`config.mk`:
```
export PLATFORM = sky130hd
export DESIGN_NAME = sorted_timer_queue_core
export DESIGN_NICKNAME = d
export VERILOG_FILES = /design/src/sv/stq_pkg.sv /design/src/sv/stq_front.sv /design/src/sv/stq_outq.sv /design/src/sv/stq_back.sv /design/src/sv/sorted_timer_queue_core.sv
export SDC_FILE = /design/constraint.sdc
export NUM_CORES = 2
export LEC_CHECK = 0
export BUFFER_PORTS_ARGS = -buffer_cell sky130_fd_sc_hd__buf_4
export CAP_MARGIN = 20
export CORE_ASPECT_RATIO = 1.2
export CORE_MARGIN = 4
export CORE_UTILIZATION = 40
export DETAILED_ROUTE_END_ITERATION = 7
export SLEW_MARGIN = 25
export SYNTH_ARGS = -nofsm -noshare
export SYNTH_HDL_FRONTEND = slang
export SYNTH_SLANG_ARGS = --single-unit
```
`constraint.sdc`:
```
create_clock -name i_clk -period 18.65 [get_ports i_clk]
set_input_delay 5.595 -clock i_clk [delete_from_list [all_inputs] [get_ports i_clk]]
set_output_delay 5.595 -clock i_clk [all_outputs]
set_load 0.05 [all_outputs]
```
`src/sv/stq_pkg.sv`:
```
`timescale 1ns / 1ps

package stq_pkg;

    localparam int NUM_TIMERS_DEF = 32;
    localparam logic [31:0] NO_DEADLINE = 32'hffff_ffff;

    typedef enum logic [2:0] {
        FUNC_TICK  = 3'd0,
        FUNC_ALLOC = 3'd1,
        FUNC_FREE  = 3'd2,
        FUNC_BIND  = 3'd3,
        FUNC_ARM   = 3'd4
    } t_func;

    typedef enum logic [2:0] {
        OP_TICK,
        OP_ALLOC,
        OP_FREE,
        OP_BIND,
        OP_ARM,
        OP_BAD
    } t_op;

    typedef enum logic [1:0] {
        KIND_ALLOC = 2'd0,
        KIND_FIRE  = 2'd1,
        KIND_ACK   = 2'd2,
        KIND_ERR   = 2'd3
    } t_kind;

    typedef enum logic [1:0] {
        ST_UNUSED = 2'd0,
        ST_ALLOC  = 2'd1,
        ST_ARMED  = 2'd2
    } t_status;

    typedef enum logic [3:0] {
        S_IDLE,
        S_EXEC,
        S_TK_RD,
        S_TK_CHK,
        S_AR_RD,
        S_AR_HEAD,
        S_AR_CHK,
        S_AR_L1,
        S_AR_L2
    } t_state;

    typedef struct packed {
        t_op                op;
        logic [4:0]         timer_id;
        logic [31:0]        delay;
        logic [7:0]         queue_id;
        logic signed [31:0] payload;
    } t_cmd;

    typedef struct packed {
        t_kind              kind;
        logic [4:0]         slot;
        logic [7:0]         dest_queue;
        logic signed [31:0] fire_value;
        logic               last;
    } t_res;

endpackage

```
`src/sv/stq_front.sv`:
```
`timescale 1ns / 1ps

module stq_front #(
    parameter int NUM_TIMERS = stq_pkg::NUM_TIMERS_DEF
) (
    input  logic               i_clk,
    input  logic               i_rst_n,
    input  logic               push,
    output logic               full,
    input  logic [2:0]         i_func,
    input  logic [4:0]         i_timer_id,
    input  logic [31:0]        i_delay,
    input  logic [7:0]         i_queue_id,
    input  logic signed [31:0] i_payload,
    output logic               o_cmd_valid,
    output stq_pkg::t_cmd      o_cmd,
    input  logic               i_cmd_pop
);

    stq_pkg::t_cmd r_q [2];
    logic          r_wp, r_rp;
    logic [1:0]    r_cnt;
    stq_pkg::t_cmd cls;
    logic          id_bad;
    logic          wr, rd;

    // classify the request before it is queued
    always_comb begin
        id_bad       = {2'b00, i_timer_id} >= 7'(NUM_TIMERS);
        cls.timer_id = i_timer_id;
        cls.delay    = i_delay;
        cls.queue_id = i_queue_id;
        cls.payload  = i_payload;
        case (stq_pkg::t_func'(i_func))
            stq_pkg::FUNC_TICK:  cls.op = stq_pkg::OP_TICK;
            stq_pkg::FUNC_ALLOC: cls.op = stq_pkg::OP_ALLOC;
            stq_pkg::FUNC_FREE:  cls.op = id_bad ? stq_pkg::OP_BAD : stq_pkg::OP_FREE;
            stq_pkg::FUNC_BIND:  cls.op = id_bad ? stq_pkg::OP_BAD : stq_pkg::OP_BIND;
            stq_pkg::FUNC_ARM:   cls.op = id_bad ? stq_pkg::OP_BAD : stq_pkg::OP_ARM;
            default:             cls.op = stq_pkg::OP_BAD;
        endcase
    end

    assign full        = (r_cnt == 2'd2);
    assign o_cmd_valid = (r_cnt != 2'd0);
    assign o_cmd       = r_q[r_rp];
    assign wr          = push && !full;
    assign rd          = i_cmd_pop && o_cmd_valid;

    always_ff @(posedge i_clk) begin
        if (!i_rst_n) begin
            r_wp  <= 1'b0;
            r_rp  <= 1'b0;
            r_cnt <= 2'd0;
        end else begin
            if (wr) r_wp <= ~r_wp;
            if (rd) r_rp <= ~r_rp;
            r_cnt <= r_cnt + {1'b0, wr} - {1'b0, rd};
        end
    end

    always_ff @(posedge i_clk) begin
        if (wr) r_q[r_wp] <= cls;
    end

endmodule

```
`src/sv/stq_outq.sv`:
```
`timescale 1ns / 1ps

module stq_outq (
    input  logic               i_clk,
    input  logic               i_rst_n,
    input  logic               i_res_push,
    input  stq_pkg::t_res      i_res,
    output logic               o_res_full,
    output logic               empty,
    input  logic               pop,
    output logic [1:0]         o_kind,
    output logic [4:0]         o_slot,
    output logic [7:0]         o_dest_queue,
    output logic signed [31:0] o_fire_value,
    output logic               o_last
);

    stq_pkg::t_res r_q [2];
    logic          r_wp, r_rp;
    logic [1:0]    r_cnt;
    logic          wr, rd;
    stq_pkg::t_res head;

    assign o_res_full   = (r_cnt == 2'd2);
    assign empty        = (r_cnt == 2'd0);
    assign wr           = i_res_push && !o_res_full;
    assign rd           = pop && !empty;
    assign head         = r_q[r_rp];
    assign o_kind       = head.kind;
    assign o_slot       = head.slot;
    assign o_dest_queue = head.dest_queue;
    assign o_fire_value = head.fire_value;
    assign o_last       = head.last;

    always_ff @(posedge i_clk) begin
        if (!i_rst_n) begin
            r_wp  <= 1'b0;
            r_rp  <= 1'b0;
            r_cnt <= 2'd0;
        end else begin
            if (wr) r_wp <= ~r_wp;
            if (rd) r_rp <= ~r_rp;
            r_cnt <= r_cnt + {1'b0, wr} - {1'b0, rd};
        end
    end

    always_ff @(posedge i_clk) begin
        if (wr) r_q[r_wp] <= i_res;
    end

endmodule

```
`src/sv/stq_back.sv`:
```
`timescale 1ns / 1ps

module stq_back #(
    parameter int NUM_TIMERS = stq_pkg::NUM_TIMERS_DEF
) (
    input  logic          i_clk,
    input  logic          i_rst_n,
    input  logic          i_cmd_valid,
    input  stq_pkg::t_cmd i_cmd,
    output logic          o_cmd_pop,
    output logic          o_res_push,
    output stq_pkg::t_res o_res,
    input  logic          i_res_full
);

    localparam int IW = $clog2(NUM_TIMERS);
    localparam int CW = $clog2(NUM_TIMERS + 1);

    stq_pkg::t_state r_state, n_state;
    stq_pkg::t_cmd   r_cmd, n_cmd;
    logic [31:0]     r_tick, n_tick;
    logic [31:0]     r_nd, n_nd;
    logic [CW-1:0]   r_active, n_active;
    logic [IW-1:0]   r_head, n_head;
    logic [IW-1:0]   r_t, n_t;
    logic [IW-1:0]   r_s, n_s;
    logic [CW-1:0]   r_i, n_i;
    logic [31:0]     r_dl, n_dl;
    logic [IW-1:0]   r_lnk_val, n_lnk_val;
    logic            r_pend_vld, n_pend_vld;
    stq_pkg::t_res   r_pend, n_pend;
    stq_pkg::t_status r_status [NUM_TIMERS];

    // slot stores, undefined until written
    logic [31:0]        m_dl  [NUM_TIMERS];
    logic [IW-1:0]      m_lnk [NUM_TIMERS];
    logic [7:0]         m_q   [NUM_TIMERS];
    logic signed [31:0] m_v   [NUM_TIMERS];
    logic [31:0]        r_dl_q;
    logic [IW-1:0]      r_lnk_q;
    logic [7:0]         r_q_q;
    logic signed [31:0] r_v_q;

    logic [IW-1:0] rd_addr;
    logic          dl_we, lnk_we, qv_we;
    logic [IW-1:0] dl_wa, lnk_wa;
    logic [31:0]   dl_wd;
    logic [IW-1:0] lnk_wd;

    logic          st_we;
    logic [IW-1:0] st_wa;
    stq_pkg::t_status st_wd;

    logic [6:0]    id_w;
    logic [IW-1:0] id_ix;
    logic          free_found;
    logic [IW-1:0] free_ix;
    logic [6:0]    free_w, t_w;
    logic [31:0]   tick_inc, arm_dl;
    logic [CW-1:0] act_left;
    logic          fire;

    assign id_w     = {2'b00, r_cmd.timer_id};
    assign id_ix    = id_w[IW-1:0];
    assign tick_inc = r_tick + 32'd1;
    assign arm_dl   = r_tick + r_cmd.delay;
    assign act_left = r_active - r_i;
    assign free_w   = 7'(free_ix);
    assign t_w      = 7'(r_t);
    assign fire     = (r_i < r_active) && !(r_dl_q > r_tick);

    // lowest unused slot
    always_comb begin
        free_found = 1'b0;
        free_ix    = '0;
        for (int k = NUM_TIMERS - 1; k >= 0; k--) begin
            if (r_status[k] == stq_pkg::ST_UNUSED) begin
                free_found = 1'b1;
                free_ix    = IW'(k);
            end
        end
    end

    function automatic stq_pkg::t_res mk_res(stq_pkg::t_kind kind, logic [4:0] slot);
        stq_pkg::t_res r;
        r.kind       = kind;
        r.slot       = slot;
        r.dest_queue = 8'd0;
        r.fire_value = 32'sd0;
        r.last       = 1'b1;
        return r;
    endfunction

    always_comb begin
        n_state    = r_state;
        n_cmd      = r_cmd;
        n_tick     = r_tick;
        n_nd       = r_nd;
        n_active   = r_active;
        n_head     = r_head;
        n_t        = r_t;
        n_s        = r_s;
        n_i        = r_i;
        n_dl       = r_dl;
        n_lnk_val  = r_lnk_val;
        n_pend_vld = r_pend_vld;
        n_pend     = r_pend;
        o_cmd_pop  = 1'b0;
        o_res_push = 1'b0;
        o_res      = mk_res(stq_pkg::KIND_ACK, 5'd0);
        rd_addr    = r_t;
        dl_we      = 1'b0;
        dl_wa      = id_ix;
        dl_wd      = arm_dl;
        lnk_we     = 1'b0;
        lnk_wa     = id_ix;
        lnk_wd     = '0;
        qv_we      = 1'b0;
        st_we      = 1'b0;
        st_wa      = id_ix;
        st_wd      = stq_pkg::ST_ALLOC;

        case (r_state)
            stq_pkg::S_IDLE: begin
                if (i_cmd_valid) begin
                    o_cmd_pop = 1'b1;
                    n_cmd     = i_cmd;
                    n_state   = stq_pkg::S_EXEC;
                end
            end
            stq_pkg::S_EXEC: begin
                if (!i_res_full) begin
                    n_state = stq_pkg::S_IDLE;
                    case (r_cmd.op)
                        stq_pkg::OP_TICK: begin
                            n_tick = tick_inc;
                            if (r_nd > tick_inc) begin
                                o_res_push = 1'b1;
                            end else begin
                                n_t        = r_head;
                                n_i        = '0;
                                n_pend_vld = 1'b0;
                                n_state    = stq_pkg::S_TK_RD;
                            end
                        end
                        stq_pkg::OP_ALLOC: begin
                            o_res_push = 1'b1;
                            if (free_found) begin
                                st_we = 1'b1;
                                st_wa = free_ix;
                                o_res = mk_res(stq_pkg::KIND_ALLOC, free_w[4:0]);
                            end else begin
                                o_res = mk_res(stq_pkg::KIND_ERR, 5'd0);
                            end
                        end
                        stq_pkg::OP_FREE: begin
                            o_res_push = 1'b1;
                            if (r_status[id_ix] == stq_pkg::ST_ARMED) begin
                                o_res = mk_res(stq_pkg::KIND_ERR, 5'd0);
                            end else begin
                                st_we = 1'b1;
                                st_wd = stq_pkg::ST_UNUSED;
                            end
                        end
                        stq_pkg::OP_BIND: begin
                            o_res_push = 1'b1;
                            qv_we      = 1'b1;
                        end
                        stq_pkg::OP_ARM: begin
                            if (r_status[id_ix] == stq_pkg::ST_ARMED) begin
                                o_res_push = 1'b1;
                                o_res      = mk_res(stq_pkg::KIND_ERR, 5'd0);
                            end else begin
                                dl_we = 1'b1;
                                st_we = 1'b1;
                                st_wd = stq_pkg::ST_ARMED;
                                n_dl  = arm_dl;
                                if (r_active == '0) begin
                                    lnk_we     = 1'b1;
                                    n_head     = id_ix;
                                    n_nd       = arm_dl;
                                    n_active   = CW'(1);
                                    o_res_push = 1'b1;
                                end else if (!(arm_dl > r_nd)) begin
                                    // ties go ahead of the older entry
                                    lnk_we     = 1'b1;
                                    lnk_wd     = r_head;
                                    n_head     = id_ix;
                                    n_nd       = arm_dl;
                                    n_active   = r_active + CW'(1);
                                    o_res_push = 1'b1;
                                end else begin
                                    n_state = stq_pkg::S_AR_RD;
                                end
                            end
                        end
                        default: begin
                            o_res_push = 1'b1;
                            o_res      = mk_res(stq_pkg::KIND_ERR, 5'd0);
                        end
                    endcase
                end
            end
            stq_pkg::S_TK_RD: begin
                rd_addr = r_t;
                n_state = stq_pkg::S_TK_CHK;
            end
            stq_pkg::S_TK_CHK: begin
                if (fire) begin
                    // hold each firing until the next check tells whether it is the last
                    if (!(r_pend_vld && i_res_full)) begin
                        if (r_pend_vld) begin
                            o_res_push = 1'b1;
                            o_res      = r_pend;
                            o_res.last = 1'b0;
                        end
                        n_pend.kind       = stq_pkg::KIND_FIRE;
                        n_pend.slot       = t_w[4:0];
                        n_pend.dest_queue = r_q_q;
                        n_pend.fire_value = r_v_q;
                        n_pend.last       = 1'b1;
                        n_pend_vld        = 1'b1;
                        st_we   = 1'b1;
                        st_wa   = r_t;
                        n_i     = r_i + CW'(1);
                        n_t     = r_lnk_q;
                        n_state = stq_pkg::S_TK_RD;
                    end
                end else if (!i_res_full) begin
                    o_res_push = 1'b1;
                    if (r_pend_vld) o_res = r_pend;
                    n_active = act_left;
                    n_head   = r_t;
                    n_nd     = (act_left != '0) ? r_dl_q : stq_pkg::NO_DEADLINE;
                    n_state  = stq_pkg::S_IDLE;
                end
            end
            stq_pkg::S_AR_RD: begin
                rd_addr = r_head;
                n_s     = r_head;
                n_i     = CW'(1);
                n_state = stq_pkg::S_AR_HEAD;
            end
            stq_pkg::S_AR_HEAD: begin
                if (r_i < r_active) begin
                    rd_addr = r_lnk_q;
                    n_t     = r_lnk_q;
                    n_state = stq_pkg::S_AR_CHK;
                end else begin
                    n_lnk_val = '0;
                    n_state   = stq_pkg::S_AR_L1;
                end
            end
            stq_pkg::S_AR_CHK: begin
                if (!(r_dl > r_dl_q)) begin
                    n_lnk_val = r_t;
                    n_state   = stq_pkg::S_AR_L1;
                end else begin
                    n_s = r_t;
                    n_i = r_i + CW'(1);
                    if ((r_i + CW'(1)) < r_active) begin
                        rd_addr = r_lnk_q;
                        n_t     = r_lnk_q;
                    end else begin
                        n_lnk_val = '0;
                        n_state   = stq_pkg::S_AR_L1;
                    end
                end
            end
            stq_pkg::S_AR_L1: begin
                lnk_we  = 1'b1;
                lnk_wa  = r_s;
                lnk_wd  = id_ix;
                n_state = stq_pkg::S_AR_L2;
            end
            stq_pkg::S_AR_L2: begin
                lnk_we = 1'b1;
                lnk_wd = r_lnk_val;
                if (!i_res_full) begin
                    o_res_push = 1'b1;
                    n_active   = r_active + CW'(1);
                    n_state    = stq_pkg::S_IDLE;
                end
            end
            default: n_state = stq_pkg::S_IDLE;
        endcase
    end

    always_ff @(posedge i_clk) begin
        if (!i_rst_n) begin
            r_state    <= stq_pkg::S_IDLE;
            r_tick     <= '0;
            r_nd       <= stq_pkg::NO_DEADLINE;
            r_active   <= '0;
            r_head     <= '0;
            r_pend_vld <= 1'b0;
            for (int k = 0; k < NUM_TIMERS; k++) r_status[k] <= stq_pkg::ST_UNUSED;
        end else begin
            r_state    <= n_state;
            r_tick     <= n_tick;
            r_nd       <= n_nd;
            r_active   <= n_active;
            r_head     <= n_head;
            r_pend_vld <= n_pend_vld;
            if (st_we) r_status[st_wa] <= st_wd;
        end
    end

    always_ff @(posedge i_clk) begin
        r_cmd     <= n_cmd;
        r_t       <= n_t;
        r_s       <= n_s;
        r_i       <= n_i;
        r_dl      <= n_dl;
        r_lnk_val <= n_lnk_val;
        r_pend    <= n_pend;
    end

    always_ff @(posedge i_clk) begin
        if (dl_we) m_dl[dl_wa] <= dl_wd;
        if (lnk_we) m_lnk[lnk_wa] <= lnk_wd;
        if (qv_we) begin
            m_q[id_ix] <= r_cmd.queue_id;
            m_v[id_ix] <= r_cmd.payload;
        end
        r_dl_q  <= m_dl[rd_addr];
        r_lnk_q <= m_lnk[rd_addr];
        r_q_q   <= m_q[rd_addr];
        r_v_q   <= m_v[rd_addr];
    end

    a_active_bound: assert property (@(posedge i_clk) disable iff (!i_rst_n)
        r_active <= CW'(NUM_TIMERS))
        else $error("armed count exceeds pool size");

    a_no_push_full: assert property (@(posedge i_clk) disable iff (!i_rst_n)
        o_res_push |-> !i_res_full)
        else $error("result pushed into full queue");

    a_walk_bound: assert property (@(posedge i_clk) disable iff (!i_rst_n)
        (r_state == stq_pkg::S_TK_CHK) |-> (r_i <= r_active))
        else $error("expiry walk ran past armed count");

    a_arm_nonempty: assert property (@(posedge i_clk) disable iff (!i_rst_n)
        (r_state == stq_pkg::S_AR_CHK) |-> (r_active != '0))
        else $error("sorted insert walk on empty list");

endmodule

```
`src/sv/sorted_timer_queue_core.sv`:
```
`timescale 1ns / 1ps

// channel   handshake            fields
// request   push / full          i_func, i_timer_id, i_delay, i_queue_id, i_payload
// result    empty / pop          o_kind, o_slot, o_dest_queue, o_fire_value, o_last
//
// Allocate, free, bind and error requests are handled in the execute state.
// Arm links at the list head directly, else walks the entries after the head.
// A tick without expiry only acks; else it walks the list firing expired timers.
// Reset clears all slot status at once; no clearing pass.
// A two-entry request queue and a two-entry result queue decouple both sides.

module sorted_timer_queue_core #(
    parameter int NUM_TIMERS = stq_pkg::NUM_TIMERS_DEF
) (
    input  logic               i_clk,
    input  logic               i_rst_n,
    input  logic               push,
    output logic               full,
    input  logic [2:0]         i_func,
    input  logic [4:0]         i_timer_id,
    input  logic [31:0]        i_delay,
    input  logic [7:0]         i_queue_id,
    input  logic signed [31:0] i_payload,
    output logic               empty,
    input  logic               pop,
    output logic [1:0]         o_kind,
    output logic [4:0]         o_slot,
    output logic [7:0]         o_dest_queue,
    output logic signed [31:0] o_fire_value,
    output logic               o_last
);

    logic          cmd_valid, cmd_pop;
    stq_pkg::t_cmd cmd;
    logic          res_push, res_full;
    stq_pkg::t_res res;

    stq_front #(.NUM_TIMERS(NUM_TIMERS)) u_front (
        .i_clk      (i_clk),
        .i_rst_n    (i_rst_n),
        .push       (push),
        .full       (full),
        .i_func     (i_func),
        .i_timer_id (i_timer_id),
        .i_delay    (i_delay),
        .i_queue_id (i_queue_id),
        .i_payload  (i_payload),
        .o_cmd_valid(cmd_valid),
        .o_cmd      (cmd),
        .i_cmd_pop  (cmd_pop)
    );

    stq_back #(.NUM_TIMERS(NUM_TIMERS)) u_back (
        .i_clk      (i_clk),
        .i_rst_n    (i_rst_n),
        .i_cmd_valid(cmd_valid),
        .i_cmd      (cmd),
        .o_cmd_pop  (cmd_pop),
        .o_res_push (res_push),
        .o_res      (res),
        .i_res_full (res_full)
    );

    stq_outq u_outq (
        .i_clk       (i_clk),
        .i_rst_n     (i_rst_n),
        .i_res_push  (res_push),
        .i_res       (res),
        .o_res_full  (res_full),
        .empty       (empty),
        .pop         (pop),
        .o_kind      (o_kind),
        .o_slot      (o_slot),
        .o_dest_queue(o_dest_queue),
        .o_fire_value(o_fire_value),
        .o_last      (o_last)
    );

endmodule

```
; Yosys cells after proc, flatten, opt, wreduce, memory -nomap -nowiden
; Memory sizes are Yosys's and may differ from the RTL's. A register that Yosys moved wholly into a read port is not among the register bits.
; Index checks and enable logic that the tools add are counted.
[classes]
add_sub_neg = 9
n_mul = 0
div = 0
n_lt_le_gt_ge = 6
eq_ne = 35
shift = 0
mux = 211
bitwise_logic = 7
reduce_logical = 71
[ops]
columns = op, count
row1 = 2-to-1 mux 48 bit, 7
row2 = 2-to-1 mux 5 bit, 63
row3 = 2-to-1 mux 32 bit, 8
row4 = case mux 48 bit (3 select lines), 1
row5 = > comparator 32 bit, 4
row6 = case mux 48 bit (2 select lines), 1
row7 = 2-to-1 mux 6 bit, 14
row8 = 2-to-1 mux 1 bit, 81
row9 = logical NOT 2 bit, 33
row10 = case mux 32 bit (2 select lines), 1
row11 = 2-to-1 mux 47 bit, 1
row12 = case mux 5 bit (2 select lines), 4
row13 = 2-to-1 mux 4 bit, 9
row14 = case mux 4 bit (9 select lines), 1
row15 = adder 32 x 1 -> 32 bit (second input constant), 1
row16 = adder 32 bit, 1
row17 = case mux 5 bit (3 select lines), 2
row18 = case mux 6 bit (4 select lines), 1
row19 = inequality test 2 bit (second input constant), 10
row20 = case mux 5 bit (4 select lines), 1
row21 = case mux 6 bit (3 select lines), 1
row22 = equality test 4 x 3 -> 1 bit (second input constant), 4
row23 = case mux 3 bit (5 select lines), 1
row24 = AND reduction 7 bit, 2
row25 = other kinds (37), 87
[word_totals]
ff_bits = 186
latchBits = 0
ramBits = 2784
romBits = 0
in_bits = 84
output_inout_bits = 50
elab_cells = 366
memories = 7
[memory_table]
columns = memory, depth, word_bits, rd, rd_clocked_by_memory_dff, wr, line_no
row1 = u_back.m_dl, 32, 32, 1, 1, 1, stq_back.sv:35  ; logic [31:0] m_dl [NUM_TIMERS];
row2 = u_back.m_v, 32, 32, 1, 1, 1, stq_back.sv:38  ; logic signed [31:0] m_v [NUM_TIMERS];
row3 = u_back.m_q, 32, 8, 1, 1, 1, stq_back.sv:37  ; logic [7:0] m_q [NUM_TIMERS];
row4 = u_back.m_lnk, 32, 5, 1, 1, 1, stq_back.sv:36  ; logic [IW-1:0] m_lnk [NUM_TIMERS];
row5 = u_front.r_q, 2, 80, 1, 1, 1, stq_front.sv:20  ; stq_pkg::t_cmd r_q [2];
row6 = u_outq.r_q, 2, 48, 1, 1, 1, stq_outq.sv:18  ; stq_pkg::t_res r_q [2];
row7 = +1 memories, n/a, n/a, n/a, n/a, n/a, n/a

; Longest topological paths before layout
; An unclocked memory read counts as a cell.
[logic_depth]
depth_word = 43
mapped_depth = 26

; Modules after synthesis
; Synthesis repeated with hierarchy kept, for this count alone.
[hier_totals]
cells_unflattened = 9019
area_unflattened_um2 = 127518.6
[modules_own_cells]
columns = module, n_inst, cells_per_inst, area_per_inst_um2, seq_area_each_um2
row1 = stq_back, 1, 8564, 117311.3, 84501.0
row2 = stq_front, 1, 279, 6431.2, 4904.7
row3 = stq_outq, 1, 176, 3776.1, 2982.9

; Worst setup path before layout
; Ideal clock, no wire load.
[synth_path]
kind = input-to-reg
start = input port push
end = memory u_front.r_q[0][0] in the netlist's numbering, enable pin
setup_time_ns = 0.519
t_arrival_ns = 9.018
t_required_ns = 18.131
setup_slack_ns = 9.113
cell_stages = 2
path_buffers = 0
path_cell_list = nand2_1 nor2_1
[synth_between]
elab_chain_len = 3
[synth_rtl]
columns = element, line_no
row1 = "start, declared", sorted_timer_queue_core.sv:18  ; input logic push,
row2 = logical AND 1 bit, stq_front.sv:47  ; assign wr = push && !full;
row3 = 2-to-1 mux 1 bit, stq_front.sv:63  ; if (wr) r_q[r_wp] <= cls;
row4 = 2-to-1 mux 1 bit (not written as such), stq_front.sv:63
row5 = "end, declared", stq_front.sv:20
; Every way passes these cells.

; Worst setup path after layout
[layout_path]
start = register u_back.r_tick[0]
end = memory u_outq.r_q[0][32] in the netlist's numbering, enable pin
[layout_between]
elab_chain_len = 11
[layout_rtl]
columns = element, line_no
row1 = "start, declared", stq_back.sv:21  ; logic [31:0] r_tick, n_tick;
row2 = "start signal, assigned", stq_back.sv:300  ; r_tick <= n_tick;
row3 = adder 32 bit, stq_back.sv:66  ; assign arm_dl = r_tick + r_cmd.delay;
row4 = via u_back.arm_dl[30], stq_back.sv:59  ; logic [31:0] tick_inc, arm_dl;
row5 = > comparator 32 bit, stq_back.sv:184  ; end else if (!(arm_dl > r_nd)) begin
row6 = 2-to-1 mux 1 bit, stq_back.sv:184
row7 = 2-to-1 mux 1 bit, stq_back.sv:178  ; if (r_active == '0) begin
row8 = 2-to-1 mux 1 bit, stq_back.sv:170  ; if (r_status[id_ix] == stq_pkg::ST_ARMED) begin
row9 = case mux 1 bit (2 select lines), stq_back.sv:134  ; case (r_cmd.op)
row10 = 2-to-1 mux 1 bit, stq_back.sv:132  ; if (!i_res_full) begin
row11 = case mux 1 bit (3 select lines), stq_back.sv:123  ; case (r_state)
row12 = logical AND 1 bit, stq_outq.sv:26  ; assign wr = i_res_push && !o_res_full;
row13 = via u_outq.wr, stq_outq.sv:21  ; logic wr, rd;
row14 = 2-to-1 mux 1 bit, stq_outq.sv:48  ; if (wr) r_q[r_wp] <= i_res;
row15 = 2-to-1 mux 1 bit (not written as such), stq_outq.sv:48
row16 = "end, declared", stq_outq.sv:18
; The timed path passes the listed nets, and every way through them passes these cells.

==> reports/metrics.yaml <==
status: "completed"
final_nets: 9200
drive_gt1_frac: 0.119
drt-vias-per-instance: 5.76
vias: 77319
initial_core_util: 0.402
synth-async-reset-ratio: 0
antenna_found_initial: 13
reg2reg_setup_slack_ps: 10470
utilization: 0.455
syn_inst: 8823
cp_max_fo: 40
io_buffer_count: 133
yosys.area.top_type: "edfxtp_1"
num_io_pins: 134
n_fill_cell: 27384
die_area_um2: 326000
area_growth_syn_to_layout_pct: 13.3
worst_pin_slew_ps: 1090
cp_slowest_cell: "a311oi_1"
clk_pin_slew_ps: 60
worstPathArrival_ps: 8650
yosys.cell_count.top_type: "edfxtp_1"
relSlewSlack: 0.275
maxSlewViolCount: 0
powerDensity_nw_per_um2: 137
first_pass_iters: 6
numCtsBuffers: 328
cts-hold-fix-buffers: 0
setup_violations: 0
drc: 0
cts.repair.resized: 0
avgSynthCellArea_um2: 14.4
syn_nets: 9088
core-area_um2: 316000
grt_max_degree: 182
die_h_um: 625
h-tree-depth: 5
max_freq_mhz: 122
final_hold_viol_count: 0
hold_path.class: "reg -> reg"
start_kind: "flop"
seq_area_frac_synth: 0.727
ys_types: 86
yosys-top-cells-count: "edfxtp_1, nand2_1, a211oi_1, nor2b_1, nand3_1"
ant_nets: 0
row_count: 226
multi_input_area_um2: 32700
maxCapViolations: 0
drt_wl_total_um: 359000
crit_required_ps: 19130
syn-cell-area_um2: 127000
p_leak_uw: 0.0477
synth_flop_cell: "edfxtp_1"
clock-sinks: 3128
grt_pass1_wl_um: 515000
period_needed_ps: 8180
ys_seq_elements: 3128
rsz0062_at_grt: "no"
tns_ps: 0
r2r-start: "u_back.r_tick[0]"
grt_pass1_vias: 75572
max_stage_delay_ps: 750
cpMostUsedCell: "a21oi_1"
crit_type: "reg -> reg"
clock_latency_ps: 900
ys_top_cells_by_area: "edfxtp_1, nand2_1, dfxtp_1"
ir_worst_vdd_mv: 0.116
layout_worst_path_cycle_share: 0.438
cts_tree: "built"
grt_overflow: 0
ys_warn_count: 0
fin_skew_ps: 86.6
clockBufferDepth: 4
min-delay-start: "u_back.r_v_q[10]"
place_congestion: 0.852
die_w_um: 522
dp_hpwl_um: 198000
post-cts-setup-buffer-count: 0
post_drt_wl_per_cell_um: 26.8
grt_usage: 0.214
crit_path_end_kind: "flop"
cts_root_buffer: "clkbuf_16"
synth_top_area_frac: 0.701
drt_iter0_drc: 7918
register_area_um2: 92300
cp-startpoint: "u_back.r_tick[0]"
synth-edff-count: 2962
==> area by class of cell <==
type / count / share of cell area
Sequential cell: 3128 / 0.641
Multi-Input combinational cell: 5012 / 0.227
Clock buffer: 430 / 0.0620
Tap cell: 4218 / 0.0367
Timing Repair Buffer: 325 / 0.0181
Clock inverter: 164 / 0.0106
Inverter: 140 / 0.00367
Antenna cell: 9 / 0.000157
==> layer usage <==
metal  part of all wire  vias up  GRT usage
met2               0.50     3157      0.372
li1                   -    34083          -
met5                  0        -          0
met4              0.040        0     0.0821
met1               0.39    39394      0.268
met3              0.069      685     0.0317
==> path summary, 6_finish.rpt <==
check	end	cells after the start
max	u_outq.r_q[0][32]	25
min	u_back.r_pend[11]	0
max reg2reg	u_outq.r_q[0][32]	25
min reg2reg	u_back.r_pend[11]	0
==> power by group <==
group / total (uW) / internal, uW / switching, uW
sequential: 9210 / 8720 / 484
combinational: 4120 / 1200 / 2920
clock: 6370 / 3710 / 2670
==> layout by cell type (no fill, tap or decap), types with 23 or more instances in the layout <==
master	count
mux2_2	136
a211oi_1	413
xnor2_1	66
buf_4	312
o221ai_1	77
o211ai_1	41
inv_1	139
o21ai_0	149
mux2i_1	311
a31oi_1	313
and2_1	55
ha_1	178
nand3_1	357
clkbuf_16	334
o22ai_1	205
nor3_1	43
dfxtp_1	164
clkinv_2	42
a21oi_1	183
nor2_4	69
bufinv_16	24
o32ai_1	79
clkinv_1	66
nand4_1	32
o21ai_1	23
nor2b_1	402
edfxtp_1	2962
clkbuf_1	76
nor2_1	210
a221oi_1	81
a21o_1	48
nand2_1	1226
==> metrics by stage <==
stage	hold WS, ps	setup slack, ps	power (uW)	instance area (um2)	instances
4_1_cts	401	10060	19800	144000	13417
5_1_grt	406	9890	20500	144000	13419
3_5_place_dp	391	10110	13400	133000	12823
3_3_place_gp	392	9730	13300	133000	12822
6_report	403	10470	19700	144000	13426
2_1_floorplan	386	9110	11800	127000	8823
==> critical path: cells and delay by family, from the launching register on <==
kind | cells | cell delay (ps)
AO/OA/AOI/OAI | 12 | 3620
XOR/XNOR | 1 | 140
flip-flops | 1 | 470
buffers and inverters | 2 | 970
adder cells (fa/ha/maj) | 3 | 880
AND/OR/NAND/NOR | 7 | 1500
==> cells by family after synthesis <==
group	after synthesis	share of synthesized area
AOI/OAI and AO/OA	1744	0.0944
adders and majority gates	181	0.0180
DFF	3128	0.727
and+or+nand+nor	2522	0.0913
buffers and inverters	683	0.0230
xor gates and xnor gates	102	0.00704
muxes	463	0.0394
==> sequential cells by signal, summed over array words and instances, names as in the netlist, 8 cells and up, named ones only <==
register         cells
u_back.r_dl_q       32
u_back.r_pend       45
u_front.r_q        160
u_back.r_v_q        32
u_back.r_status     64
u_outq.r_q          96
u_back.r_cmd        75
u_back.m_q         256
u_back.r_tick       32
u_back.m_lnk       160
u_back.m_v        1024
u_back.r_q_q         8
u_back.m_dl       1024
u_back.r_dl         32
u_back.r_nd         32
Power figures use the tool's default switching activity.
